`src/rtl/lru_object_cache_directory_assert.svh`:
```
// Assertion macros shared by the object cache directory RTL.
// Needs nothing else; included by the files that check their own logic.
`ifndef LRU_OBJECT_CACHE_DIRECTORY_ASSERT_SVH
`define LRU_OBJECT_CACHE_DIRECTORY_ASSERT_SVH

// Same-cycle implication, disabled during reset.
`define LRUOCD_ASSERT_NOW(name, clk, rst, ante, cons, msg) \
   name: assert property (@(posedge clk) disable iff (rst) (ante) |-> (cons)) \
      else $error(msg);

// Next-cycle implication, disabled during reset.
`define LRUOCD_ASSERT_NEXT(name, clk, rst, ante, cons, msg) \
   name: assert property (@(posedge clk) disable iff (rst) (ante) |=> (cons)) \
      else $error(msg);

`endif

```
`src/rtl/lruocd_pkg.sv`:
```
// Shared types and constants of the object cache directory.
// No dependencies; imported by lruocd_cell and lru_object_cache_directory.
`timescale 1ns / 1ps

package lruocd_pkg;

   localparam int NUM_LINES_DEF = 10;
   localparam int KEY_BITS_DEF  = 64;
   localparam int MAX_SIZE_DEF  = 102400;

   localparam int KEY_W  = 64;   // width of the key field on the port
   localparam int SIZE_W = 17;   // width of every size field

   typedef enum logic {
      ACT_LOOKUP = 1'b0,
      ACT_INSERT = 1'b1
   } action_type;

   // Search link passed from cell to cell, most recent first.
   typedef struct packed {
      logic seen;    // an earlier cell already stopped the search
      logic valid;   // valid mark of the cell that stopped it
   } link_type;

endpackage

```
`src/rtl/lruocd_cell.sv`:
```
// One recency position of the directory: entry storage, compare and shift.
// Depends on lruocd_pkg.
`timescale 1ns / 1ps

module lruocd_cell import lruocd_pkg::*; #(
   parameter int INDEX    = 0,
   parameter bit IS_LAST  = 1'b0,
   parameter int KEY_BITS = KEY_BITS_DEF,
   parameter int SLOT_W   = 4
) (
   input  logic                clock,
   input  logic                reset,
   input  logic                op_insert,
   input  logic                move,
   input  logic [KEY_BITS-1:0] req_key,
   input  logic [KEY_BITS-1:0] prev_key,
   input  logic [SIZE_W-1:0]   prev_size,
   input  logic [SLOT_W-1:0]   prev_slot,
   input  logic                prev_valid,
   output logic [KEY_BITS-1:0] cur_key,
   output logic [SIZE_W-1:0]   cur_size,
   output logic [SLOT_W-1:0]   cur_slot,
   output logic                cur_valid,
   input  link_type            link_in,
   output link_type            link_out,
   input  logic [SLOT_W-1:0]   pick_slot_in,
   input  logic [SIZE_W-1:0]   pick_size_in,
   output logic [SLOT_W-1:0]   pick_slot_out,
   output logic [SIZE_W-1:0]   pick_size_out
);

   logic [KEY_BITS-1:0] key_ff;
   logic [SIZE_W-1:0]   size_ff;
   logic [SLOT_W-1:0]   slot_ff;
   logic                valid_ff;
   logic                stop;
   logic                sel;
   logic                shift;

   // lookup stops at a hole or a key match; insert stops at a hole or the tail
   assign stop  = op_insert ? (!valid_ff || IS_LAST) : (!valid_ff || (key_ff == req_key));
   assign sel   = !link_in.seen && stop;
   // every position up to and including the chosen one takes its neighbor
   assign shift = move && !link_in.seen;

   always_comb begin
      link_out.seen  = link_in.seen || stop;
      link_out.valid = sel ? valid_ff : link_in.valid;
      pick_slot_out  = sel ? slot_ff  : pick_slot_in;
      pick_size_out  = sel ? size_ff  : pick_size_in;
   end

   always_ff @(posedge clock) begin
      if (reset) begin
         valid_ff <= 1'b0;
         slot_ff  <= SLOT_W'(INDEX);
      end else if (shift) begin
         valid_ff <= prev_valid;
         slot_ff  <= prev_slot;
      end
   end

   always_ff @(posedge clock) begin
      if (shift) begin
         key_ff  <= prev_key;
         size_ff <= prev_size;
      end
   end

   assign cur_key   = key_ff;
   assign cur_size  = size_ff;
   assign cur_slot  = slot_ff;
   assign cur_valid = valid_ff;

endmodule

```
`src/rtl/lru_object_cache_directory.sv`:
```
// Top level of the fully associative LRU object cache directory.
// Depends on lruocd_pkg, lruocd_cell and lru_object_cache_directory_assert.svh.
`timescale 1ns / 1ps
//
// Usage
//   Request channel (req_*): one beat carries an action (lookup or insert),
//   a 64-bit key digest (low KEY_BITS used) and, for insert, an object size.
//   Response channel (rsp_*): exactly one beat per request, in order, with
//   hit, the physical slot of the object bytes and the stored size.
//   Lookup: first valid entry in recency order whose key matches; a nonzero
//   size is a hit and moves the entry to the front. Insert: fills the first
//   empty position, else evicts the least recent, and moves it to the front.
//   Order: a request sits in the request register until the chain runs
//   it into the output register; the recency chain does one compare pass
//   plus its move-to-front shift in the same cycle, and the request register
//   in front of it holds one request at a time, so the next one waits.
//   Reset: all entries invalid, recency order slot 0 .. NUM_LINES-1; no
//   clearing pass, the directory is usable right after reset.
//   Stall: a response waiting under rsp_stall sits in the output register;
//   one more request is still accepted and then waits in the request
//   register until the response slot frees up.
//
module lru_object_cache_directory import lruocd_pkg::*; #(
   parameter int NUM_LINES = NUM_LINES_DEF,
   parameter int KEY_BITS  = KEY_BITS_DEF,
   parameter int MAX_SIZE  = MAX_SIZE_DEF
) (
   input  logic                         clock,
   input  logic                         reset,
   input  logic                         req_valid,
   output logic                         req_stall,
   input  logic                         req_action,
   input  logic [KEY_W-1:0]             req_key,
   input  logic [SIZE_W-1:0]            req_object_size,
   output logic                         rsp_valid,
   input  logic                         rsp_stall,
   output logic                         rsp_hit,
   output logic [$clog2(NUM_LINES)-1:0] rsp_slot_index,
   output logic [SIZE_W-1:0]            rsp_found_size
);

`include "lru_object_cache_directory_assert.svh"

   localparam int SLOT_W = $clog2(NUM_LINES);

   typedef enum logic [1:0] {
      ST_IDLE = 2'b01,
      ST_EXEC = 2'b10
   } state_type;

   state_type state_ff, state_in;

   // request register
   action_type          action_ff;
   logic [KEY_BITS-1:0] key_ff;
   logic [SIZE_W-1:0]   size_ff, size_in;

   // response register
   logic                rsp_valid_ff, rsp_valid_in;
   logic                rsp_hit_ff;
   logic [SLOT_W-1:0]   rsp_slot_ff;
   logic [SIZE_W-1:0]   rsp_size_ff;

   // chain wiring: index 0 is the front feed, index i+1 is cell i
   logic [KEY_BITS-1:0] e_key   [NUM_LINES+1];
   logic [SIZE_W-1:0]   e_size  [NUM_LINES+1];
   logic [SLOT_W-1:0]   e_slot  [NUM_LINES+1];
   logic                e_valid [NUM_LINES+1];
   link_type            link    [NUM_LINES+1];
   logic [SLOT_W-1:0]   pick_slot [NUM_LINES+1];
   logic [SIZE_W-1:0]   pick_size [NUM_LINES+1];

   logic                is_insert;
   logic                go;
   logic                lookup_hit;
   logic                move;
   logic [NUM_LINES-1:0] valid_vec;

   assign is_insert = (action_ff == ACT_INSERT);

   // one request in flight; accept only when the request register is free
   assign req_stall = (state_ff != ST_IDLE);
   // execute once the response register is empty or being drained
   assign go = (state_ff == ST_EXEC) && (!rsp_valid_ff || !rsp_stall);

   // oversized inserts saturate at MAX_SIZE
   always_comb begin
      if (32'(req_object_size) > 32'(MAX_SIZE)) size_in = SIZE_W'(MAX_SIZE);
      else size_in = req_object_size;
   end

   always_comb begin
      state_in = state_ff;
      case (state_ff)
         ST_IDLE: begin
            if (req_valid) state_in = ST_EXEC;
         end
         ST_EXEC: begin
            if (go) state_in = ST_IDLE;
         end
         default: state_in = ST_IDLE;
      endcase
   end

   always_ff @(posedge clock) begin
      if (reset) state_ff <= ST_IDLE;
      else state_ff <= state_in;
   end

   always_ff @(posedge clock) begin
      if (req_valid && !req_stall) begin
         action_ff <= action_type'(req_action);
         key_ff    <= req_key[KEY_BITS-1:0];
         size_ff   <= size_in;
      end
   end

   // search results come off the tail of the chain
   assign lookup_hit = !is_insert && link[NUM_LINES].seen && link[NUM_LINES].valid &&
                       (pick_size[NUM_LINES] != '0);
   assign move = go && (is_insert || lookup_hit);

   // front feed: the chosen entry re-enters at position 0
   assign e_key[0]   = key_ff;
   assign e_size[0]  = is_insert ? size_ff : pick_size[NUM_LINES];
   assign e_slot[0]  = pick_slot[NUM_LINES];
   assign e_valid[0] = 1'b1;

   assign link[0]      = '0;
   assign pick_slot[0] = '0;
   assign pick_size[0] = '0;

   for (genvar i = 0; i < NUM_LINES; i++) begin : g_cell
      lruocd_cell #(
         .INDEX    (i),
         .IS_LAST  (i == NUM_LINES - 1),
         .KEY_BITS (KEY_BITS),
         .SLOT_W   (SLOT_W)
      ) u_cell (
         .clock         (clock),
         .reset         (reset),
         .op_insert     (is_insert),
         .move          (move),
         .req_key       (key_ff),
         .prev_key      (e_key[i]),
         .prev_size     (e_size[i]),
         .prev_slot     (e_slot[i]),
         .prev_valid    (e_valid[i]),
         .cur_key       (e_key[i+1]),
         .cur_size      (e_size[i+1]),
         .cur_slot      (e_slot[i+1]),
         .cur_valid     (e_valid[i+1]),
         .link_in       (link[i]),
         .link_out      (link[i+1]),
         .pick_slot_in  (pick_slot[i]),
         .pick_size_in  (pick_size[i]),
         .pick_slot_out (pick_slot[i+1]),
         .pick_size_out (pick_size[i+1])
      );
      assign valid_vec[i] = e_valid[i+1];
   end

   // output register
   always_comb begin
      rsp_valid_in = rsp_valid_ff;
      if (go) rsp_valid_in = 1'b1;
      else if (rsp_valid_ff && !rsp_stall) rsp_valid_in = 1'b0;
   end

   always_ff @(posedge clock) begin
      if (reset) rsp_valid_ff <= 1'b0;
      else rsp_valid_ff <= rsp_valid_in;
   end

   always_ff @(posedge clock) begin
      if (go) begin
         rsp_hit_ff  <= is_insert || lookup_hit;
         rsp_slot_ff <= (is_insert || lookup_hit) ? pick_slot[NUM_LINES] : '0;
         if (is_insert) rsp_size_ff <= size_ff;
         else if (lookup_hit) rsp_size_ff <= pick_size[NUM_LINES];
         else rsp_size_ff <= '0;
      end
   end

   assign rsp_valid      = rsp_valid_ff;
   assign rsp_hit        = rsp_hit_ff;
   assign rsp_slot_index = rsp_slot_ff;
   assign rsp_found_size = rsp_size_ff;

   // every executed request leaves a response beat behind
   `LRUOCD_ASSERT_NEXT(a_go_gives_rsp, clock, reset, go, rsp_valid_ff, "execute lost response")
   // an insert always finds a victim position in the chain
   `LRUOCD_ASSERT_NOW(a_insert_picks, clock, reset, go && is_insert, link[NUM_LINES].seen,
      "insert found no position")
   // valid entries always form a prefix of the recency order
   `LRUOCD_ASSERT_NOW(a_valid_prefix, clock, reset, 1'b1,
      ((valid_vec + NUM_LINES'(1)) & valid_vec) == '0, "valid entries not a prefix")
   // a miss reports zero slot and zero size
   `LRUOCD_ASSERT_NOW(a_miss_zero, clock, reset, rsp_valid_ff && !rsp_hit_ff,
      rsp_slot_ff == '0 && rsp_size_ff == '0, "miss with nonzero payload")

endmodule
```
`config.mk`:
```
export PLATFORM = sky130hd
export DESIGN_NAME = lru_object_cache_directory
export DESIGN_NICKNAME = d
export VERILOG_FILES = /design/src/rtl/lruocd_pkg.sv /design/src/rtl/lruocd_cell.sv /design/src/rtl/lru_object_cache_directory.sv
export VERILOG_INCLUDE_DIRS = /design/src /design/src/rtl
export SDC_FILE = /design/constraint.sdc
export NUM_CORES = 1
export LEC_CHECK = 0
export BUFFER_PORTS_ARGS = -buffer_cell sky130_fd_sc_hd__buf_2
export CAP_MARGIN = 10
export CORE_MARGIN = 1
export CORE_UTILIZATION = 65
export DETAILED_ROUTE_END_ITERATION = 12
export PLACE_DENSITY = 0.83
export SLEW_MARGIN = 25
export SYNTH_ARGS = -nofsm -noshare
export SYNTH_HDL_FRONTEND = slang
export SYNTH_SLANG_ARGS = --single-unit
```
`constraint.sdc`:
```
create_clock -name clock -period 23.8 [get_ports clock]
set_clock_uncertainty 0.05 [all_clocks]
set_input_delay 1.19 -clock clock [delete_from_list [all_inputs] [get_ports clock]]
set_output_delay 1.19 -clock clock [all_outputs]
set_load 0.005 [all_outputs]
```
==> summary.md <==
| Metric | Value |
|---|---|
| Pleak | `0.0145 µW` |
| Final critical-path share of the clock period | `0.343` |
| First-pass iteration count of the detailed router | `8` |
| Syn-to-layout area delta | `11.2%` |
| DRC violations left | `0` |
| Most common cell in the netlist | `sky130_fd_sc_hd__edfxtp_1` |
| Clock slew at the register clock pins of the worst setup and hold paths | `60 ps` |
| Final setup TNS | `0 ps` |
| # resized after CTS | `0` |
| Overall overflow remaining after global route | `0` |
| Final Hold Vio Count | `0` |
| Pin slew with the least headroom to its limit | `1220 ps` |
| Number of levels the H-tree was split into | `3` |
| Ranking of synthesized cells by instance count | `sky130_fd_sc_hd__edfxtp_1, sky130_fd_sc_hd__xor2_1, sky130_fd_sc_hd__xnor2_1` |
| Fraction of synthesis flops using an asynchronous set or reset pin | `0` |
| Count of nets after finishing | `2778` |
| Fraction of layout cells with a size suffix above 1 | `0.129` |
| Total half-perimeter wirelength after legalization and detailed placement | `91100 µm` |
| Relative slew margins | `0.189` |
| Status | `completed` |
| WL/cell | `34.3 µm` |
| Sequential cell area fraction in the yosys report | `0.717` |
| Clock latency at the later pin of the worst-skew pair | `670 ps` |
| Post-synthesis sequential element count | `967` |
| Max Cap Viol | `0` |
| Main area contributors after synthesis | `sky130_fd_sc_hd__edfxtp_1, sky130_fd_sc_hd__xor2_1, sky130_fd_sc_hd__xnor2_1` |
| Row cnt | `90` |
| Number of I/O port buffers | `109` |
| Total stage count of the critical path | `17` |
| CP max-delay cell | `sky130_fd_sc_hd__edfxtp_1` |
| Starting Density | `0.659` |
| Ordered cell list for the critical path | `inv_2 -> a2111oi_0 -> nand4_1 -> or4_1 -> o41ai_2 -> buf_4 -> or4bb_1 -> nor4b_4 -> buf_4 -> a221oi_1 -> o2111ai_1 -> a2111oi_0 -> and4_1 -> a21o_2 -> or2_1 -> clkinv_2 -> buf_4` |
| Unrepaired setup endpoints after global routing | `no` |
| Arrival time of the worst setup path | `8400 ps` |
| CTS tree | `yes` |
| Crit path capture type | `flop` |
| Critical-path maximum fanout | `64` |
| Count of vias placed by the detailed router | `24248` |
| Achievable Freq | `0.123 GHz` |
| Mean number of vias per cell | `6.82` |
| Buffers inserted by post-CTS timing repair | `0` |
| Worst Reg-to-Reg Cells | `17` |
| Full die area | `62200 µm²` |
| Avg Inst Size Synth | `15.6 µm²` |
| Chip width | `249 µm` |
| Die Span Y | `249 µm` |
| Gate count of the mapped netlist | `2546` |
| # clock sinks | `967` |
| Count of pins over their slew limit | `0` |
| Worst stage delay on the critical path | `1000 ps` |
| Number of unique standard cell types used by synthesis | `88` |
| Max rail drop VDD | `0.0746 mV` |
| Shortest clock period the worst path allows after layout | `8160 ps` |
| Type of the setup path with the least slack | `reg2reg` |
| Final number of setup-violating endpoints | `0` |
| Nature of the critical path startpoint | `flop` |
| CP most frequent cell | `sky130_fd_sc_hd__buf_4` |
| Yosys Warn Count | `0` |
| Post-CTS Hold Fix Bufs | `0` |
| Launching instance or port of the critical path | `key_ff[2]$_DFFE_PP_` |
| Critical Path End | `g_cell[3].u_cell.cur_key[25]$_DFFE_PP_` |
| Worst reg2reg setup slack | `15640 ps` |
| ANT nets after route | `0` |
| Most used DFF post-synth | `sky130_fd_sc_hd__edfxtp_1` |
| Worst hold-check path type | `reg2reg` |
| Top-level I/O count | `110` |
| Power density over the cells | `79.3 nW/µm²` |
| Via count of the first global-routing pass | `23415` |
| Worst R2R Start | `key_ff[2]$_DFFE_PP_` |
| Overall routed net length | `122000 µm` |
| Number of flops mapped to enable cells by yosys | `914` |
| Largest area contributor in the netlist | `sky130_fd_sc_hd__edfxtp_1` |
| Number of antenna violations at the first check in global routing | `3` |
| GRT Total Usage | `0.394` |
| Syn nets | `2632` |
| Worst EP required | `24050 ps` |
| Core region area | `60400 µm²` |
| Endpoint of the worst register-to-register path | `g_cell[3].u_cell.cur_key[25]$_DFFE_PP_` |
| DRT iter0 DRCs | `4028` |
| Clock root buffer master | `sky130_fd_sc_hd__clkbuf_16` |
| Number of buffers between clock root and the deepest sink | `3` |
| Number of buffers and inverters on the critical path | `5` |
| Final Total Pwr | `3510 µW` |
| Fraction of synthesized cell area taken by the top area cell type | `0.690` |
| Last weighted congestion value of the routability-driven placer | `1.11` |
| Maximum number of pins on one net before global-route repair | `73` |
| First-pass GRT wire length | `170000 µm` |
| Cell type group with the largest total delay on the critical path | `compound AO/OA/AOI/OAI gates` |
| Post-synthesis instance area | `39800 µm²` |
| Number of buffers added by the clock tree synthesis step | `94` |
-- layout by cell type, fill, tap and decap left out, types with 17 or more instances in the layout --
cell type,count
sky130_fd_sc_hd__clkbuf_16,95
sky130_fd_sc_hd__o21ai_0,21
sky130_fd_sc_hd__edfxtp_1,914
sky130_fd_sc_hd__and2_1,24
sky130_fd_sc_hd__xnor2_1,208
sky130_fd_sc_hd__buf_4,46
sky130_fd_sc_hd__nor2_1,59
sky130_fd_sc_hd__nor2b_1,64
sky130_fd_sc_hd__a2111oi_0,17
sky130_fd_sc_hd__a22oi_1,18
sky130_fd_sc_hd__buf_2,109
sky130_fd_sc_hd__nand2_1,62
sky130_fd_sc_hd__dfxtp_1,53
sky130_fd_sc_hd__clkinv_2,27
sky130_fd_sc_hd__nand4_1,82
sky130_fd_sc_hd__clkbuf_1,20
sky130_fd_sc_hd__mux2i_1,28
sky130_fd_sc_hd__nand3_1,25
sky130_fd_sc_hd__nor4_1,92
sky130_fd_sc_hd__a21oi_1,39
sky130_fd_sc_hd__o22ai_1,23
sky130_fd_sc_hd__a221oi_1,36
sky130_fd_sc_hd__nand2b_1,23
sky130_fd_sc_hd__inv_1,85
sky130_fd_sc_hd__clkinv_1,18
sky130_fd_sc_hd__xor2_1,313
-- per-stage QoR --
step	instances	area (µm²)	hold WS, ps	utilization	worst slack [ps]
6_report	3554	44200	395	0.733	15640
5_1_grt	3553	44200	411	0.733	15310
4_1_cts	3553	44200	394	0.733	15970
3_5_place_dp	3378	41200	381	0.682	16010
3_3_place_gp	3376	41100	372	0.681	15420
2_1_floorplan	2546	39800	367	-	16260
-- sequential cells by signal, indices dropped and copies added (netlist names), 2 cells and up --
signal                   flops
g_cell.u_cell.cur_key      640
g_cell.u_cell.cur_slot      40
g_cell.u_cell.cur_size     170
state_ff                     2
size_ff                     17
key_ff                      64
rsp_slot_index               4
g_cell.u_cell.cur_valid     10
rsp_found_size              17
-- kinds of logic after synthesis --
logic type             Yosys count  share of synthesized area
AO/OA/AOI/OAI                  304                     0.0592
XOR/XNOR                       521                      0.115
flip-flops                     967                      0.717
buffers and inverters          206                     0.0242
AND/OR/NAND/NOR                511                     0.0757
multiplexers                    37                    0.00959
-- layer usage --
layer | GRT usage | vias up | part of all wire
met4 | 0.194 | 0 | 0.056
met1 | 0.562 | 12068 | 0.38
met2 | 0.558 | 1962 | 0.43
met5 | 0 | - | 0
met3 | 0.115 | 281 | 0.14
li1 | - | 9937 | -
-- how the worst min path moves through the flow --
stage	slack, ps	depth (start not counted)	from	to
6_report	390	0	g_cell[4].u_cell.cur_size[9]$_DFFE_PP_	g_cell[5].u_cell.cur_size[9]$_DFFE_PP_
5_1_grt	410	0	g_cell[0].u_cell.cur_key[48]$_DFFE_PP_	g_cell[1].u_cell.cur_key[48]$_DFFE_PP_
4_1_cts	390	0	g_cell[4].u_cell.cur_size[9]$_DFFE_PP_	g_cell[5].u_cell.cur_size[9]$_DFFE_PP_
3_5_place_dp	380	0	g_cell[4].u_cell.cur_size[9]$_DFFE_PP_	g_cell[5].u_cell.cur_size[9]$_DFFE_PP_
3_3_place_gp	370	0	g_cell[1].u_cell.cur_size[13]$_DFFE_PP_	g_cell[2].u_cell.cur_size[13]$_DFFE_PP_
2_1_floorplan	370	0	g_cell[6].u_cell.cur_size[13]$_DFFE_PP_	g_cell[7].u_cell.cur_size[13]$_DFFE_PP_
-- worst reg2reg max path: cells and delay by family (launching register included) --
family | cells | cell delay (ps)
AO/OA/AOI/OAI | 6 | 3260
AND/OR/NAND/NOR | 6 | 1860
buffers and inverters | 5 | 1560
flip-flops | 1 | 1000
-- cell type report --
type / count / area [µm²]
antenna: 1 / 2.50
sequential: 967 / 28500
clock inverter: 58 / 577
tap: 782 / 978
timing repair buffer: 157 / 933
clock buffer: 117 / 2480
inverter: 99 / 383
fill: 3755 / 16100
multi-input combinational: 1373 / 10400
-- power by group --
| part | internal [µW] | switching, µW | total (µW) |
|---|---|---|---|
| logic | 49.0 | 89.2 | 138 |
| registers | 1850 | 41.3 | 1890 |
| clock network | 824 | 649 | 1470 |
(Power assumes the default switching activity.)
